**config.mk**
```make
export PLATFORM = sky130hd
export DESIGN_NAME = clm_div_stage
export DESIGN_NICKNAME = d
export VERILOG_FILES = /design/src/rtl/clm_pkg.sv /design/src/rtl/clm_div_stage.sv
export SDC_FILE = /design/constraint.sdc
export NUM_CORES = 1
export LEC_CHECK = 0
export CAP_MARGIN = 0
export CORE_MARGIN = 2
export CORE_UTILIZATION = 40
export CTS_CLUSTER_DIAMETER = 40
export DETAILED_ROUTE_END_ITERATION = 7
export DONT_BUFFER_PORTS = 1
export GPL_TIMING_DRIVEN = 1
export HOLD_SLACK_MARGIN = 0.1
export SYNTH_ARGS = -nofsm -noshare
export SYNTH_HDL_FRONTEND = slang
export SYNTH_SLANG_ARGS = --single-unit
export TNS_END_PERCENT = 10
```
**constraint.sdc**
```tcl
create_clock -name clk -period 5.3 [get_ports clk]
set_clock_uncertainty 0.2 [all_clocks]
set_input_delay 0.265 -clock clk [delete_from_list [all_inputs] [get_ports clk]]
set_output_delay 0.265 -clock clk [all_outputs]
set_load 0.1 [all_outputs]
```
**src/rtl/clm_pkg.sv**
```systemverilog
package clm_pkg;

  // configuration register indexes
  typedef enum logic [2:0] {
    REG_NOM_LO  = 3'd0,
    REG_NOM_HI  = 3'd1,
    REG_MEAS_LO = 3'd2,
    REG_MEAS_HI = 3'd3,
    REG_MAG_LO  = 3'd4,
    REG_MAG_HI  = 3'd5,
    REG_MAG_OFF = 3'd6,
    REG_UNUSED  = 3'd7
  } reg_idx_t;

  // result status codes
  localparam logic [1:0] ST_OK        = 2'd0;
  localparam logic [1:0] ST_NOM_ZERO  = 2'd1;
  localparam logic [1:0] ST_MEAS_ZERO = 2'd2;

  // override applied at the output instead of the quotient
  typedef enum logic [1:0] {
    FORCE_NONE    = 2'd0,
    FORCE_ERR     = 2'd1,
    FORCE_SAT_POS = 2'd2,
    FORCE_SAT_NEG = 2'd3
  } force_t;

  localparam int CNT_PER_MA   = 183;
  localparam int SNAP_MILLI   = 10;
  localparam logic signed [31:0] ERR_MAG = -32'sd999000;

  localparam int QW           = 32;  // quotient bits
  localparam int DW           = 25;  // divisor bits (2 * 183 * 65535 < 2**25)
  localparam int NW           = 53;  // dividend bits
  localparam int BITS_PER_STG = 2;
  localparam int DIV_STAGES   = QW / BITS_PER_STG;
  localparam int FRONT_STAGES = 4;

  // side information traveling with each beat
  typedef struct packed {
    logic [12:0] raw_count;
    logic [1:0]  status;
    force_t      force_code;
    logic        neg;
    logic        snap;
    logic        ovf;
  } side_t;

  // divider working set
  typedef struct packed {
    logic [DW-1:0] rem;
    logic [QW-1:0] num;
    logic [DW-1:0] dvs;
    logic [QW-1:0] quo;
  } div_t;

endpackage

```
**src/rtl/clm_div_stage.sv**
```systemverilog
module clm_div_stage (
  input  logic            clk,
  input  logic            rst_n,
  input  logic            in_vld,
  input  clm_pkg::side_t  in_side,
  input  clm_pkg::div_t   in_div,
  output logic            out_vld,
  output clm_pkg::side_t  out_side,
  output clm_pkg::div_t   out_div
);

  // restoring division, a few quotient bits per stage
  clm_pkg::div_t          d_nxt;
  logic [clm_pkg::DW:0]   trial;

  always_comb begin
    d_nxt = in_div;
    trial = '0;
    for (int k = 0; k < clm_pkg::BITS_PER_STG; k++) begin
      trial     = {d_nxt.rem, d_nxt.num[clm_pkg::QW-1]};
      d_nxt.num = {d_nxt.num[clm_pkg::QW-2:0], 1'b0};
      if (trial >= {1'b0, d_nxt.dvs}) begin
        trial     = trial - {1'b0, d_nxt.dvs};
        d_nxt.quo = {d_nxt.quo[clm_pkg::QW-2:0], 1'b1};
      end else begin
        d_nxt.quo = {d_nxt.quo[clm_pkg::QW-2:0], 1'b0};
      end
      d_nxt.rem = trial[clm_pkg::DW-1:0];
    end
  end

  always_ff @(posedge clk) begin
    if (!rst_n) out_vld <= 1'b0;
    else        out_vld <= in_vld;
    out_side <= in_side;
    out_div  <= d_nxt;
  end

endmodule

```
==> reports/metrics.yaml <==
grt-ovfl-total: 0
powerDensity_mw_per_mm2: 522
clock-sinks: 133
clockBufferDepth: 2
path_cells: "dlygate4sd3_1, fa_1, a21o_1, a221oi_4, buf_4, a211oi_1, o21ai_0, a31oi_1, or3_1, a31o_2, ha_1, a21oi_1, o21a_1, nand2_1, o21ai_1, o31ai_2, o21ai_0, o211a_1, buf_12, mux2_2"
cp_top_family: "compound AO/OA/AOI/OAI gates"
cellLeakagePower_nw: 3.78
clk_pin_slew_ps: 60
cp.arrival_ps: 5210
cts_root_buf: "clkbuf_16"
rows: 45
antenna_found_initial: 0
ys_ff_latch: 133
slowest_stage: "dlygate4sd3_1"
crit_fanout: 15
dp_hpwl_mm: 13.6
synth_seq_area_share_pct: 43.9
dpl.cell_count: 825
mostFrequentLayoutCells: "133 x dfxtp_1, 132 x dlygate4sd3_1, 50 x ha_1, 47 x inv_1, 41 x a21oi_1"
postPlaceCellArea_mm2: 0.00655
min_to: "out_div[90]"
path_common_cell: "o21ai_0"
syn_inst: 609
rsz0062_at_grt: "true"
worstHoldStart: "in_div[88]"
start_util_pct: 40.4
met2_usage_pct: 41.4
nNetsFinal: 977
synth_area_leaders: "dfxtp_1 44%, ha_1 10%, mux2_4 4.5%"
cap_viol_max_count: 0
worst_slew_margin_rel_pct: 30.8
outcome: "complete, no violations"
cts-htree-levels: 4
io_pins: 272
antenna_cells_inserted: 0
hp-class: "primary input to flip-flop"
ys_warn_count: 0
synth_top_area_share_pct: 43.9
fin_util_pct: 56.8
io_buffer_count: 0
final_antenna_net_count: 0
end_kind: "flip-flop"
dieHeight_um: 127
cts_tree: "done"
peakVddDrop_mv: 0.375
report.final.slew_viol_count: 0
wire_per_inst_um: 18.9
cp-start-kind: "primary input"
post_cts_buffers: 0
crit_path_max_incr_delay_ps: 600
critPathBufInv: 3
fillers: 1266
synth_top_cell_by_area: "dfxtp_1"
fmax_mhz: 196
dieArea_mm2: 0.0162
fin_crit_sh_pct: 96.1
drive_gt1_share_pct: 14.9
grt_max_degree: 20
synth_edf_count: 0
grt_pass1_wl_mm: 28.5
drc: 0
synthFlopType: "dfxtp_1"
finalCriticalPeriod_ps: 5090
finalNonFillerCells: 989
finalInstanceArea_mm2: 0.00854
die_w_um: 127
async_flop_share_pct: 0
tightestPinTransition_ps: 1040
min_path_cells: 4
via_per_inst: 5.22
yosysUniqueCellTypes: 63
finalWirelength_mm: 18.7
grtUsageTotal_pct: 22.9
firstDrtPassIters: 5
required_ps: 5410
gr-usage-met3_pct: 6.53
grt.met1_usage_pct: 25.9
drt_iter0_markers: 275
critPathKind: "primary input to flip-flop"
syn_to_final_growth_pct: 40.6
vias: 5164
core-area_mm2: 0.0150
final_common_cell: "dfxtp_1"
gr-max-usage-layer: "met2"
cts_made_buffers: 17
hold_viol_final: 0
grt_pass1_vias: 5348
netlist_area_mm2: 0.00607
gp_congestion: 0.873
setup_viol: 0
syn_avg_cell_area_um2: 9.97
-- cell type report --
| type | instances | area [um2] | share of cell area (%) |
|---|---|---|---|
| tap | 188 | 235 | 2.76 |
| inverter | 47 | 176 | 2.07 |
| sequential | 133 | 2660 | 31.2 |
| multi-input combinational | 416 | 3190 | 37.4 |
| clock buffer | 17 | 425 | 4.98 |
| clock inverter | 15 | 179 | 2.10 |
| timing repair buffer | 173 | 1670 | 19.5 |
-- routing by layer --
| metal | up-vias | wire (um) |
|---|---|---|
| met2 | 169 | 9620 |
| met3 | 24 | 1080 |
| met5 | - | 0 |
| met4 | 0 | 390 |
| met1 | 2448 | 7620 |
| li1 | 2523 | - |
-- worst max path at each step --
stage,to,from,depth (start not counted)
global route,out_div[91],in_div[89],20
CTS,out_div[94],in_div[89],20
floorplan,out_div[105],in_div[88],25
global placement,out_div[94],in_div[88],22
detailed placement,out_div[94],in_div[88],22
finish,out_div[94],in_div[89],20
-- metrics by stage --
stage	hold slack [ps]	setup slack, ps	power (mW)	TNS, ps
final	141	206	4.46	0
after global routing	164	-44.6	4.64	-254
after CTS	158	26.1	4.46	0
after detailed placement	92.8	-24.7	3.18	-103
after global placement	92.8	112	3.17	0
after floorplan	92.7	24.7	2.94	0
-- synth_stat cells (all sizes together), types with 3 or more instances --
master	number
a211oi	8
a21o	15
a21oi	43
a221oi	3
a31oi	11
and2	4
and3	6
buf	10
clkbuf	4
dfxtp	133
ha	50
inv	47
mux2	25
nand2	40
nand2b	5
nand3	15
nand4	6
nor2	38
nor2b	9
nor3	8
nor4	3
o211ai	4
o21a	8
o21ai	30
o21bai	6
o31a	5
o31ai	6
o41ai	4
or3	3
xnor2	26
xor2	9
-- flip-flops by register name (all words and copies together) (netlist names) --
name / cells
out_div: 112
out_side: 20
out_vld: 1
-- kinds of logic (layout without fill, tap and decap cells) --
kind of cell | Yosys count | after routing | share of synthesized area (%)
XOR/XNOR | 35 | 35 | 5.05
other | 1 | 2 | 0.0618
adder cells (fa/ha/maj) | 52 | 52 | 11.0
AND/OR/NAND/NOR | 144 | 144 | 11.6
flip-flops | 133 | 133 | 43.9
AO/OA/AOI/OAI | 156 | 156 | 17.7
multiplexers | 27 | 27 | 6.08
buffers and inverters | 61 | 252 | 4.68
-- power by group --
part           switching [mW]  internal, mW  total, mW
clock                   0.507         0.675       1.18
combinational           0.476         0.541       1.02
sequential               1.11          1.14       2.26
total                    2.09          2.36       4.46
-- what timing repair did --
| item | 4_1_cts | 5_1_grt |
|---|---|---|
| endpoints found under the hold margin | 131 | 0 |
| setup endpoints to repair | 0 | 25 |
| hold buffers | 132 | 0 |
| gates resized for setup | 0 | 10 |
(Power assumes the default switching activity.)
